### config.mk
export PLATFORM = sky130hd
export DESIGN_NAME = block_latency_histogram_monitor
export DESIGN_NICKNAME = d
export VERILOG_FILES = /design/src/rtl/lhm_pkg.sv /design/src/rtl/block_latency_histogram_monitor.sv /design/src/rtl/lhm_div.sv /design/src/rtl/lhm_hist.sv
export SDC_FILE = /design/constraint.sdc
export NUM_CORES = 2
export LEC_CHECK = 0
export BUFFER_PORTS_ARGS = -buffer_cell sky130_fd_sc_hd__buf_2
export CAP_MARGIN = 0
export CORE_MARGIN = 10
export CORE_UTILIZATION = 43
export DETAILED_ROUTE_END_ITERATION = 8
export HOLD_SLACK_MARGIN = 0.08
export SLEW_MARGIN = 30
export SYNTH_ARGS = -nofsm -noshare
export SYNTH_HDL_FRONTEND = slang
export SYNTH_HIERARCHICAL = 1
export SYNTH_SLANG_ARGS = --single-unit
export TNS_END_PERCENT = 5
### constraint.sdc
create_clock -name clk -period 16.15 [get_ports clk]
set_input_delay 1.615 -clock clk [delete_from_list [all_inputs] [get_ports clk]]
set_output_delay 1.615 -clock clk [all_outputs]
set_load 0.01 [all_outputs]
### src/rtl/lhm_pkg.sv
// ----------------------------------------------------------------------------
// lhm_pkg
// Types and constants shared by the block latency histogram monitor.
// ----------------------------------------------------------------------------
package lhm_pkg;

	localparam int WORD_W      = 64;
	localparam int CYC_W       = 32;
	localparam int BKT_CFG_W   = 28;
	localparam int DEPTH_W     = 16;
	localparam int WI_W        = 5;
	localparam int CFG_IDX_W   = 2;
	localparam int CFG_DATA_W  = 32;
	localparam int DIV_STEPS_W = 7;
	localparam int PROD_W      = 40;

	// configuration register indexes
	localparam logic [CFG_IDX_W-1:0] CFG_BUDGET = 2'd0;
	localparam logic [CFG_IDX_W-1:0] CFG_BUCKET = 2'd1;
	localparam logic [CFG_IDX_W-1:0] CFG_SPIKE  = 2'd2;

	localparam logic [CYC_W-1:0]     BUDGET_RST = 32'd1280000;
	localparam logic [BKT_CFG_W-1:0] BUCKET_RST = 28'd80000;
	localparam logic [CYC_W-1:0]     SPIKE_RST  = 32'd1024000;

	// report word indexes
	localparam logic [WI_W-1:0] WI_COUNT   = 5'd0;
	localparam logic [WI_W-1:0] WI_MIN     = 5'd1;
	localparam logic [WI_W-1:0] WI_MEAN    = 5'd2;
	localparam logic [WI_W-1:0] WI_P99     = 5'd3;
	localparam logic [WI_W-1:0] WI_MAX     = 5'd4;
	localparam logic [WI_W-1:0] WI_PCT     = 5'd5;
	localparam logic [WI_W-1:0] WI_SPIKES  = 5'd6;
	localparam logic [WI_W-1:0] WI_OVER    = 5'd7;
	localparam logic [WI_W-1:0] WI_NUMBER  = 5'd8;
	localparam logic [WI_W-1:0] WI_DEPTH   = 5'd9;
	localparam logic [WI_W-1:0] WI_TICK    = 5'd10;
	localparam logic [WI_W-1:0] WI_BUCKET0 = 5'd11;

	localparam logic [CYC_W-1:0] PCT_SCALE = 32'd100;

	// count/100 as a multiply by 2^37/100 rounded up, then a shift by 37
	localparam logic [CYC_W-1:0] RECIP_100   = 32'h51EB_851F;
	localparam int               RECIP_SHIFT = 37;

	// divider step counts for the dividend widths in use
	localparam logic [DIV_STEPS_W-1:0] STEPS_32 = 7'd32;
	localparam logic [DIV_STEPS_W-1:0] STEPS_40 = 7'd40;
	localparam logic [DIV_STEPS_W-1:0] STEPS_64 = 7'd64;

	typedef struct packed {
		logic                  command;
		logic [CYC_W-1:0]      block_cycles;
		logic [CYC_W-1:0]      block_number;
		logic [DEPTH_W-1:0]    queue_depth;
		logic                  tick_coincident;
	} in_item_t;

	typedef struct packed {
		logic [WI_W-1:0]   word_index;
		logic [WORD_W-1:0] word_value;
		logic              window_empty;
		logic              last_word;
	} out_item_t;

	typedef struct packed {
		logic                   start;
		logic [WORD_W-1:0]      dividend;
		logic [CYC_W-1:0]       divisor;
		logic [DIV_STEPS_W-1:0] steps;
	} div_req_t;

	typedef struct packed {
		logic              busy;
		logic              done;
		logic [WORD_W-1:0] quotient;
	} div_rsp_t;

	typedef struct packed {
		logic rd;
		logic wr;
		logic clr;
	} hist_ctl_t;

endpackage

### src/rtl/block_latency_histogram_monitor.sv
// ----------------------------------------------------------------------------
// block_latency_histogram_monitor
// Latency statistics over a window of block durations with a linear histogram.
// ----------------------------------------------------------------------------
// A record beat updates the window statistics and the bucket of its duration;
// the bucket is found by 32 steps of the shared one-bit-per-cycle divider (skipped
// for a zero bucket width), then the bucket memory gets a read-modify-write.
// A report beat takes count/100 by a reciprocal multiply, runs the divider for
// the mean in 64 steps and, for a nonzero budget, for the percent of budget in 40
// steps, walks the buckets for the p99 edge, then streams 11 + BUCKETS words, the
// statistics one per cycle while the output does not stall and each bucket after
// its own memory read, and clears the window. A report on an empty window gives
// one flagged word. item_ready is high only while no beat is in work;
// configuration writes are always taken.
module block_latency_histogram_monitor
	import lhm_pkg::*;
#(
	parameter int BUCKETS = 16
) (
	input  logic                  clk,
	input  logic                  arst_n,
	input  logic                  item_valid,
	output logic                  item_ready,
	input  in_item_t              item,
	output logic                  word_valid,
	input  logic                  word_ready,
	output out_item_t             word,
	input  logic                  cfg_valid,
	output logic                  cfg_ready,
	input  logic [CFG_IDX_W-1:0]  cfg_index,
	input  logic [CFG_DATA_W-1:0] cfg_data
);

	localparam int AW = $clog2(BUCKETS);
	localparam logic [AW-1:0] LAST_IDX = AW'(BUCKETS - 1);

	typedef enum logic [4:0] {
		ST_IDLE,
		ST_REC_STAT,
		ST_REC_DIV,
		ST_REC_RD,
		ST_REC_WR,
		ST_RPT_TGT,
		ST_RPT_MEAN,
		ST_RPT_PCT,
		ST_P99_RD,
		ST_P99_ACC,
		ST_P99_MUL,
		ST_EMIT,
		ST_BKT_RD,
		ST_BKT_OUT,
		ST_EMPTY
	} state_t;

	state_t state_q;

	// configuration
	logic [CYC_W-1:0]     budget_q;
	logic [BKT_CFG_W-1:0] bucket_q;
	logic [CYC_W-1:0]     spike_cfg_q;

	// captured record
	logic [CYC_W-1:0]   cyc_q;
	logic [CYC_W-1:0]   num_q;
	logic [DEPTH_W-1:0] qd_q;
	logic               tick_q;

	// window statistics
	logic [CYC_W-1:0]   cnt_q;
	logic [CYC_W-1:0]   min_q;
	logic [WORD_W-1:0]  sum_q;
	logic [CYC_W-1:0]   spikes_q;
	logic [CYC_W-1:0]   over_q;
	logic [CYC_W-1:0]   worst_q;
	logic [CYC_W-1:0]   wnum_q;
	logic [DEPTH_W-1:0] wdepth_q;
	logic               wtick_q;

	// report scratch
	logic [CYC_W-1:0]  target_q;
	logic [CYC_W-1:0]  mean_q;
	logic [PROD_W-1:0] prod_q;
	logic [WORD_W-1:0] pct_q;
	logic [CYC_W-1:0]  cum_q;
	logic [WORD_W-1:0] p99_q;
	logic [AW-1:0]     idx_q;
	logic [WI_W-1:0]   widx_q;

	logic      word_valid_q;
	out_item_t word_q;
	div_req_t  div_req_q;
	div_rsp_t  div_rsp;

	hist_ctl_t        hist_ctl;
	logic [CYC_W-1:0] hist_rd_data;
	logic [CYC_W-1:0] cum_nx;
	logic             word_free;
	logic             idx_last;
	logic [WORD_W-1:0] stat_word;
	logic [WORD_W-1:0] tgt_prod;

	lhm_div u_div (
		.clk    (clk),
		.arst_n (arst_n),
		.req    (div_req_q),
		.rsp    (div_rsp)
	);

	lhm_hist #(
		.BUCKETS (BUCKETS),
		.AW      (AW)
	) u_hist (
		.clk     (clk),
		.arst_n  (arst_n),
		.ctl     (hist_ctl),
		.addr    (idx_q),
		.wr_data (hist_rd_data + 1'b1),
		.rd_data (hist_rd_data)
	);

	assign cfg_ready  = 1'b1;
	assign item_ready = (state_q == ST_IDLE);
	assign word_valid = word_valid_q;
	assign word       = word_q;

	always_comb begin
		word_free    = !word_valid_q || word_ready;
		idx_last     = (idx_q == LAST_IDX);
		cum_nx       = cum_q + hist_rd_data;
		tgt_prod     = WORD_W'(cnt_q) * WORD_W'(RECIP_100);
		hist_ctl.rd  = (state_q == ST_REC_RD) || (state_q == ST_P99_RD) ||
			(state_q == ST_BKT_RD);
		hist_ctl.wr  = (state_q == ST_REC_WR);
		hist_ctl.clr = (state_q == ST_BKT_OUT) && word_free && idx_last;
	end

	always_comb begin
		case (widx_q)
			WI_COUNT:  stat_word = WORD_W'(cnt_q);
			WI_MIN:    stat_word = WORD_W'(min_q);
			WI_MEAN:   stat_word = WORD_W'(mean_q);
			WI_P99:    stat_word = p99_q;
			WI_MAX:    stat_word = WORD_W'(worst_q);
			WI_PCT:    stat_word = pct_q;
			WI_SPIKES: stat_word = WORD_W'(spikes_q);
			WI_OVER:   stat_word = WORD_W'(over_q);
			WI_NUMBER: stat_word = WORD_W'(wnum_q);
			WI_DEPTH:  stat_word = WORD_W'(wdepth_q);
			WI_TICK:   stat_word = WORD_W'(wtick_q);
			default:   stat_word = '0;
		endcase
	end

	always_ff @(posedge clk or negedge arst_n) begin
		if (!arst_n) begin
			budget_q    <= BUDGET_RST;
			bucket_q    <= BUCKET_RST;
			spike_cfg_q <= SPIKE_RST;
		end else if (cfg_valid) begin
			case (cfg_index)
				CFG_BUDGET: budget_q    <= cfg_data;
				CFG_BUCKET: bucket_q    <= cfg_data[BKT_CFG_W-1:0];
				CFG_SPIKE:  spike_cfg_q <= cfg_data;
				default:    ;
			endcase
		end
	end

	always_ff @(posedge clk or negedge arst_n) begin
		if (!arst_n) begin
			state_q      <= ST_IDLE;
			cyc_q        <= '0;
			num_q        <= '0;
			qd_q         <= '0;
			tick_q       <= 1'b0;
			cnt_q        <= '0;
			min_q        <= '1;
			sum_q        <= '0;
			spikes_q     <= '0;
			over_q       <= '0;
			worst_q      <= '0;
			wnum_q       <= '0;
			wdepth_q     <= '0;
			wtick_q      <= 1'b0;
			target_q     <= '0;
			mean_q       <= '0;
			prod_q       <= '0;
			pct_q        <= '0;
			cum_q        <= '0;
			p99_q        <= '0;
			idx_q        <= '0;
			widx_q       <= '0;
			word_valid_q <= 1'b0;
			word_q       <= '0;
			div_req_q    <= '0;
		end else begin
			div_req_q.start <= 1'b0;
			if (word_valid_q && word_ready) begin
				word_valid_q <= 1'b0;
			end
			case (state_q)
				ST_IDLE: begin
					if (item_valid) begin
						cyc_q  <= item.block_cycles;
						num_q  <= item.block_number;
						qd_q   <= item.queue_depth;
						tick_q <= item.tick_coincident;
						if (!item.command) begin
							div_req_q.start    <= (bucket_q != '0);
							div_req_q.dividend <= {item.block_cycles, 32'd0};
							div_req_q.divisor  <= CYC_W'(bucket_q);
							div_req_q.steps    <= STEPS_32;
							state_q            <= ST_REC_STAT;
						end else if (cnt_q == '0) begin
							state_q <= ST_EMPTY;
						end else begin
							// holds count/100 until the next state forms the target
							target_q <= CYC_W'(tgt_prod >> RECIP_SHIFT);
							state_q  <= ST_RPT_TGT;
						end
					end
				end
				ST_REC_STAT: begin
					cnt_q <= cnt_q + 1'b1;
					sum_q <= sum_q + WORD_W'(cyc_q);
					if (cyc_q < min_q) begin
						min_q <= cyc_q;
					end
					if (cyc_q >= spike_cfg_q) begin
						spikes_q <= spikes_q + 1'b1;
					end
					if (cyc_q > budget_q) begin
						over_q <= over_q + 1'b1;
					end
					if (cyc_q > worst_q) begin
						worst_q  <= cyc_q;
						wnum_q   <= num_q;
						wdepth_q <= qd_q;
						wtick_q  <= tick_q;
					end
					// zero bucket width sends everything to the last bucket
					if (bucket_q == '0) begin
						idx_q   <= LAST_IDX;
						state_q <= ST_REC_RD;
					end else begin
						state_q <= ST_REC_DIV;
					end
				end
				ST_REC_DIV: begin
					if (div_rsp.done) begin
						idx_q   <= (div_rsp.quotient < WORD_W'(BUCKETS)) ?
							div_rsp.quotient[AW-1:0] : LAST_IDX;
						state_q <= ST_REC_RD;
					end
				end
				ST_REC_RD: begin
					state_q <= ST_REC_WR;
				end
				ST_REC_WR: begin
					state_q <= ST_IDLE;
				end
				ST_RPT_TGT: begin
					target_q           <= cnt_q - target_q;
					prod_q             <= PROD_W'(worst_q) * PROD_W'(PCT_SCALE);
					div_req_q.start    <= 1'b1;
					div_req_q.dividend <= sum_q;
					div_req_q.divisor  <= cnt_q;
					div_req_q.steps    <= STEPS_64;
					state_q            <= ST_RPT_MEAN;
				end
				ST_RPT_MEAN: begin
					if (div_rsp.done) begin
						mean_q <= div_rsp.quotient[CYC_W-1:0];
						if (budget_q == '0) begin
							pct_q   <= '1;
							idx_q   <= '0;
							cum_q   <= '0;
							state_q <= ST_P99_RD;
						end else begin
							div_req_q.start    <= 1'b1;
							div_req_q.dividend <= {prod_q, 24'd0};
							div_req_q.divisor  <= budget_q;
							div_req_q.steps    <= STEPS_40;
							state_q            <= ST_RPT_PCT;
						end
					end
				end
				ST_RPT_PCT: begin
					if (div_rsp.done) begin
						pct_q   <= div_rsp.quotient;
						idx_q   <= '0;
						cum_q   <= '0;
						state_q <= ST_P99_RD;
					end
				end
				ST_P99_RD: begin
					state_q <= ST_P99_ACC;
				end
				ST_P99_ACC: begin
					cum_q <= cum_nx;
					// idx_q stays on the p99 bucket when the walk stops
					if (cum_nx >= target_q || idx_last) begin
						state_q <= ST_P99_MUL;
					end else begin
						idx_q   <= idx_q + 1'b1;
						state_q <= ST_P99_RD;
					end
				end
				ST_P99_MUL: begin
					p99_q   <= WORD_W'(({1'b0, idx_q} + 1'b1) * (AW + 1 + BKT_CFG_W)'(bucket_q));
					widx_q  <= WI_COUNT;
					state_q <= ST_EMIT;
				end
				ST_EMIT: begin
					if (word_free) begin
						word_valid_q        <= 1'b1;
						word_q.word_index   <= widx_q;
						word_q.word_value   <= stat_word;
						word_q.window_empty <= 1'b0;
						word_q.last_word    <= 1'b0;
						if (widx_q == WI_TICK) begin
							idx_q   <= '0;
							state_q <= ST_BKT_RD;
						end else begin
							widx_q <= widx_q + 1'b1;
						end
					end
				end
				ST_BKT_RD: begin
					state_q <= ST_BKT_OUT;
				end
				ST_BKT_OUT: begin
					if (word_free) begin
						word_valid_q        <= 1'b1;
						word_q.word_index   <= WI_BUCKET0 + WI_W'(idx_q);
						word_q.word_value   <= WORD_W'(hist_rd_data);
						word_q.window_empty <= 1'b0;
						word_q.last_word    <= idx_last;
						if (idx_last) begin
							cnt_q    <= '0;
							min_q    <= '1;
							sum_q    <= '0;
							spikes_q <= '0;
							over_q   <= '0;
							worst_q  <= '0;
							wnum_q   <= '0;
							wdepth_q <= '0;
							wtick_q  <= 1'b0;
							state_q  <= ST_IDLE;
						end else begin
							idx_q   <= idx_q + 1'b1;
							state_q <= ST_BKT_RD;
						end
					end
				end
				ST_EMPTY: begin
					if (word_free) begin
						word_valid_q        <= 1'b1;
						word_q.word_index   <= WI_COUNT;
						word_q.word_value   <= '0;
						word_q.window_empty <= 1'b1;
						word_q.last_word    <= 1'b1;
						state_q             <= ST_IDLE;
					end
				end
				default: begin
					state_q <= ST_IDLE;
				end
			endcase
		end
	end

	// the shared divider is never restarted mid-run
	a_div_start_idle: assert property (@(posedge clk) disable iff (!arst_n)
		div_req_q.start |-> !div_rsp.busy)
		else $error("divider started while busy");

	a_ready_div_idle: assert property (@(posedge clk) disable iff (!arst_n)
		item_ready |-> !div_rsp.busy && !div_req_q.start)
		else $error("ready while a division is in flight");

	a_empty_single: assert property (@(posedge clk) disable iff (!arst_n)
		word_valid && word.window_empty |-> word.last_word && word.word_index == WI_COUNT)
		else $error("empty report word malformed");

	a_clear_window: assert property (@(posedge clk) disable iff (!arst_n)
		hist_ctl.clr |=> cnt_q == '0 && sum_q == '0 && worst_q == '0 && state_q == ST_IDLE)
		else $error("window not cleared after last bucket");

endmodule

### src/rtl/lhm_div.sv
// ----------------------------------------------------------------------------
// lhm_div
// Shared restoring divider, one quotient bit per cycle, 32-bit divisor.
// ----------------------------------------------------------------------------
module lhm_div
	import lhm_pkg::*;
(
	input  logic     clk,
	input  logic     arst_n,
	input  div_req_t req,
	output div_rsp_t rsp
);

	logic                   busy_q;
	logic                   done_q;
	logic [DIV_STEPS_W-1:0] cnt_q;
	logic [CYC_W-1:0]       rem_q;
	logic [WORD_W-1:0]      dvd_q;
	logic [CYC_W-1:0]       dvs_q;

	logic [CYC_W:0] rem_sh;
	logic           ge;
	logic [CYC_W-1:0] rem_nx;

	always_comb begin
		rem_sh = {rem_q, dvd_q[WORD_W-1]};
		ge     = rem_sh >= {1'b0, dvs_q};
		rem_nx = ge ? CYC_W'(rem_sh - {1'b0, dvs_q}) : rem_sh[CYC_W-1:0];
	end

	always_ff @(posedge clk or negedge arst_n) begin
		if (!arst_n) begin
			busy_q <= 1'b0;
			done_q <= 1'b0;
			cnt_q  <= '0;
		end else begin
			done_q <= 1'b0;
			if (req.start) begin
				busy_q <= 1'b1;
				cnt_q  <= req.steps;
			end else if (busy_q) begin
				cnt_q <= cnt_q - 1'b1;
				if (cnt_q == DIV_STEPS_W'(1)) begin
					busy_q <= 1'b0;
					done_q <= 1'b1;
				end
			end
		end
	end

	// dividend is left-aligned by the caller; quotient bits shift in from the bottom
	always_ff @(posedge clk) begin
		if (req.start) begin
			dvd_q <= req.dividend;
			dvs_q <= req.divisor;
			rem_q <= '0;
		end else if (busy_q) begin
			dvd_q <= {dvd_q[WORD_W-2:0], ge};
			rem_q <= rem_nx;
		end
	end

	assign rsp.busy     = busy_q;
	assign rsp.done     = done_q;
	assign rsp.quotient = dvd_q;

endmodule

### src/rtl/lhm_hist.sv
// ----------------------------------------------------------------------------
// lhm_hist
// Histogram bucket memory, one port, registered read, per-entry valid bits.
// ----------------------------------------------------------------------------
module lhm_hist
	import lhm_pkg::*;
#(
	parameter int BUCKETS = 16,
	parameter int AW      = $clog2(BUCKETS)
) (
	input  logic             clk,
	input  logic             arst_n,
	input  hist_ctl_t        ctl,
	input  logic [AW-1:0]    addr,
	input  logic [CYC_W-1:0] wr_data,
	output logic [CYC_W-1:0] rd_data
);

	logic [CYC_W-1:0] mem [BUCKETS];
	logic [CYC_W-1:0] rd_data_q;
	logic [BUCKETS-1:0] valid_q;
	logic               rd_valid_q;

	always_ff @(posedge clk) begin
		if (ctl.wr) begin
			mem[addr] <= wr_data;
		end
		if (ctl.rd) begin
			rd_data_q <= mem[addr];
		end
	end

	// a bucket never written since the last clear reads as zero
	always_ff @(posedge clk or negedge arst_n) begin
		if (!arst_n) begin
			valid_q    <= '0;
			rd_valid_q <= 1'b0;
		end else begin
			if (ctl.clr) begin
				valid_q <= '0;
			end else if (ctl.wr) begin
				valid_q[addr] <= 1'b1;
			end
			if (ctl.rd) begin
				rd_valid_q <= valid_q[addr];
			end
		end
	end

	assign rd_data = rd_valid_q ? rd_data_q : '0;

endmodule

==> results.toml <==
[floorplan]
die_h_um = 499
start_util_pct = 43.3
rows = 175
design.core.area_um2 = 228000
dieArea_um2 = 249000
die_w_um = 499
io_pins = 195

[route]
drt-total-wl_um = 333000
ant_nets = 0
wl_per_cell_um = 27.7
drtIter0Drc = 8372
num_vias = 70900
viasPerCell = 5.90
firstDrtPassIters = 9
drc = 43

[clock_tree]
holdBufCountCts = 0
cts_tree = "built"
cts_inserted_buffers = 172
h-tree-depth = 4
clockRootBuffer = "clkbuf_16"
cts.path.max_buffers = 3
clkLatencyLatePin_ps = 880
post-cts-setup-buffer-count = 0
clk_pin_slew_ps = 60
cts_num_sinks = 1559
cts_resized = 0

[sta]
grt_setup_unrepaired = "false"
fmax_ghz = 0.111
finalSetupViolations = 0
skew_ps = 85.4
finalCritPeriodShare_pct = 55.8
fin_tns_setup_ps = 0
hold_violations = 0
drv_slew = 0
relSlewSlack_pct = 26.2
max_slew.worst_pin.slew_ps = 1110
fin_crit_ps = 9010

[worst_setup_path]
end_kind = "register"
critical_path_cell_count = 26
startpoint_type = "register"
crit_end = "target_q[18]"
worstPathRequired_ps = 16930
path_class = "reg -> reg"
rr_startpoint = "cnt_q[6]"
crit_arrival_ps = 9800
cp_top_family = "adder cells"
crit_fanout = 12
slowest_stage = "dfrtp_1"
r2r-end = "target_q[18]"
cp_num_buf_inv = 6
rr_worst_depth = 26
cp_common_cell = "fa_1"
max_stage_delay_ps = 940
reg2reg_slack_ps = 7140
startpoint = "cnt_q[6]"

[synthesis]
syn_inst = 8699
syn-cell-area_um2 = 98700
syn_area_per_cell_um2 = 11.4
yosys_warnings = 6

[global_route]
grt_pass1_wl_um = 489000
grtUsageTotal_pct = 26.2
grt_max_degree = 155
grt_pass1_vias = 70500
antenna_found_initial = 42
grt_overflow_total = 0

[final_layout]
drive_gt1_share_pct = 13.8
layout_commonest_cell = "inv_1"
areaGrowthSynthToFinish_pct = 11.3
final_util_pct = 48.2
mostFrequentLayoutCells = "1069 x inv_1, 846 x ha_1, 828 x dfrtp_1"
instances_no_fill = 12000
layout.nets = 10300

[place]
dp.cells = 11700
place_congestion = 0.954
portBuffers = 193
hpwlAfterDp_um = 245000

[job]
maxCapViolCount = 0

[run_status]
status = "complete, but fails checks"
violations = "design-rule violations"

[min_path]
min_path_type = "reg -> reg"
-- how the worst min path moves through the flow --
| stage | depth (start not counted) | end | slack, ps | start |
|---|---|---|---|---|
| final | 0 | u_div/dvs_q[23] | 400 | div_req_q[30] |
| after global routing | 0 | u_div/dvs_q[23] | 410 | div_req_q[30] |
| after CTS | 0 | u_div/dvs_q[23] | 400 | div_req_q[30] |
| after detailed placement | 0 | u_div/dvs_q[23] | 430 | div_req_q[30] |
| after global placement | 0 | u_div/dvs_q[26] | 430 | div_req_q[33] |
| after floorplan | 0 | u_div/dvs_q[0] | 420 | div_req_q[7] |
-- sequential cells by signal, indices dropped and copies added, names as in the netlist, 33 cells and up --
name and flops:
u_hist/mem 512, prod_q 37, p99_q 33, word 71
u_div/dvd_q 64, pct_q 64, sum_q 64, div_req_q 100
-- cell type report --
class | count | area (um2)
Fill cell | 20400 | 118000
Clock buffer | 222 | 4680
Sequential cell | 1559 | 42100
Tap cell | 3009 | 3760
Timing Repair Buffer | 342 | 2230
Antenna cell | 23 | 57.6
Multi-Input combinational cell | 5690 | 51700
Inverter | 1071 | 4030
Clock inverter | 96 | 1340
-- metal layers --
layer / GRT usage [%] / wire [um]
met3: 6.60 / 32500
met4: 10.7 / 14100
met2: 38.2 / 143000
met1: 37.2 / 143000
met5: 0 / 154
-- metrics by stage --
step,hold WS [ps],setup WS [ps],instance area [um2]
after global placement,434,7240,103000
after CTS,403,7190,110000
final,402,7140,110000
after detailed placement,432,7190,104000
after floorplan,425,8820,98800
after global routing,412,6560,110000
Power is not shown: default switching activity piles up to over one toggle a cycle in this logic, so the estimate is an artifact.
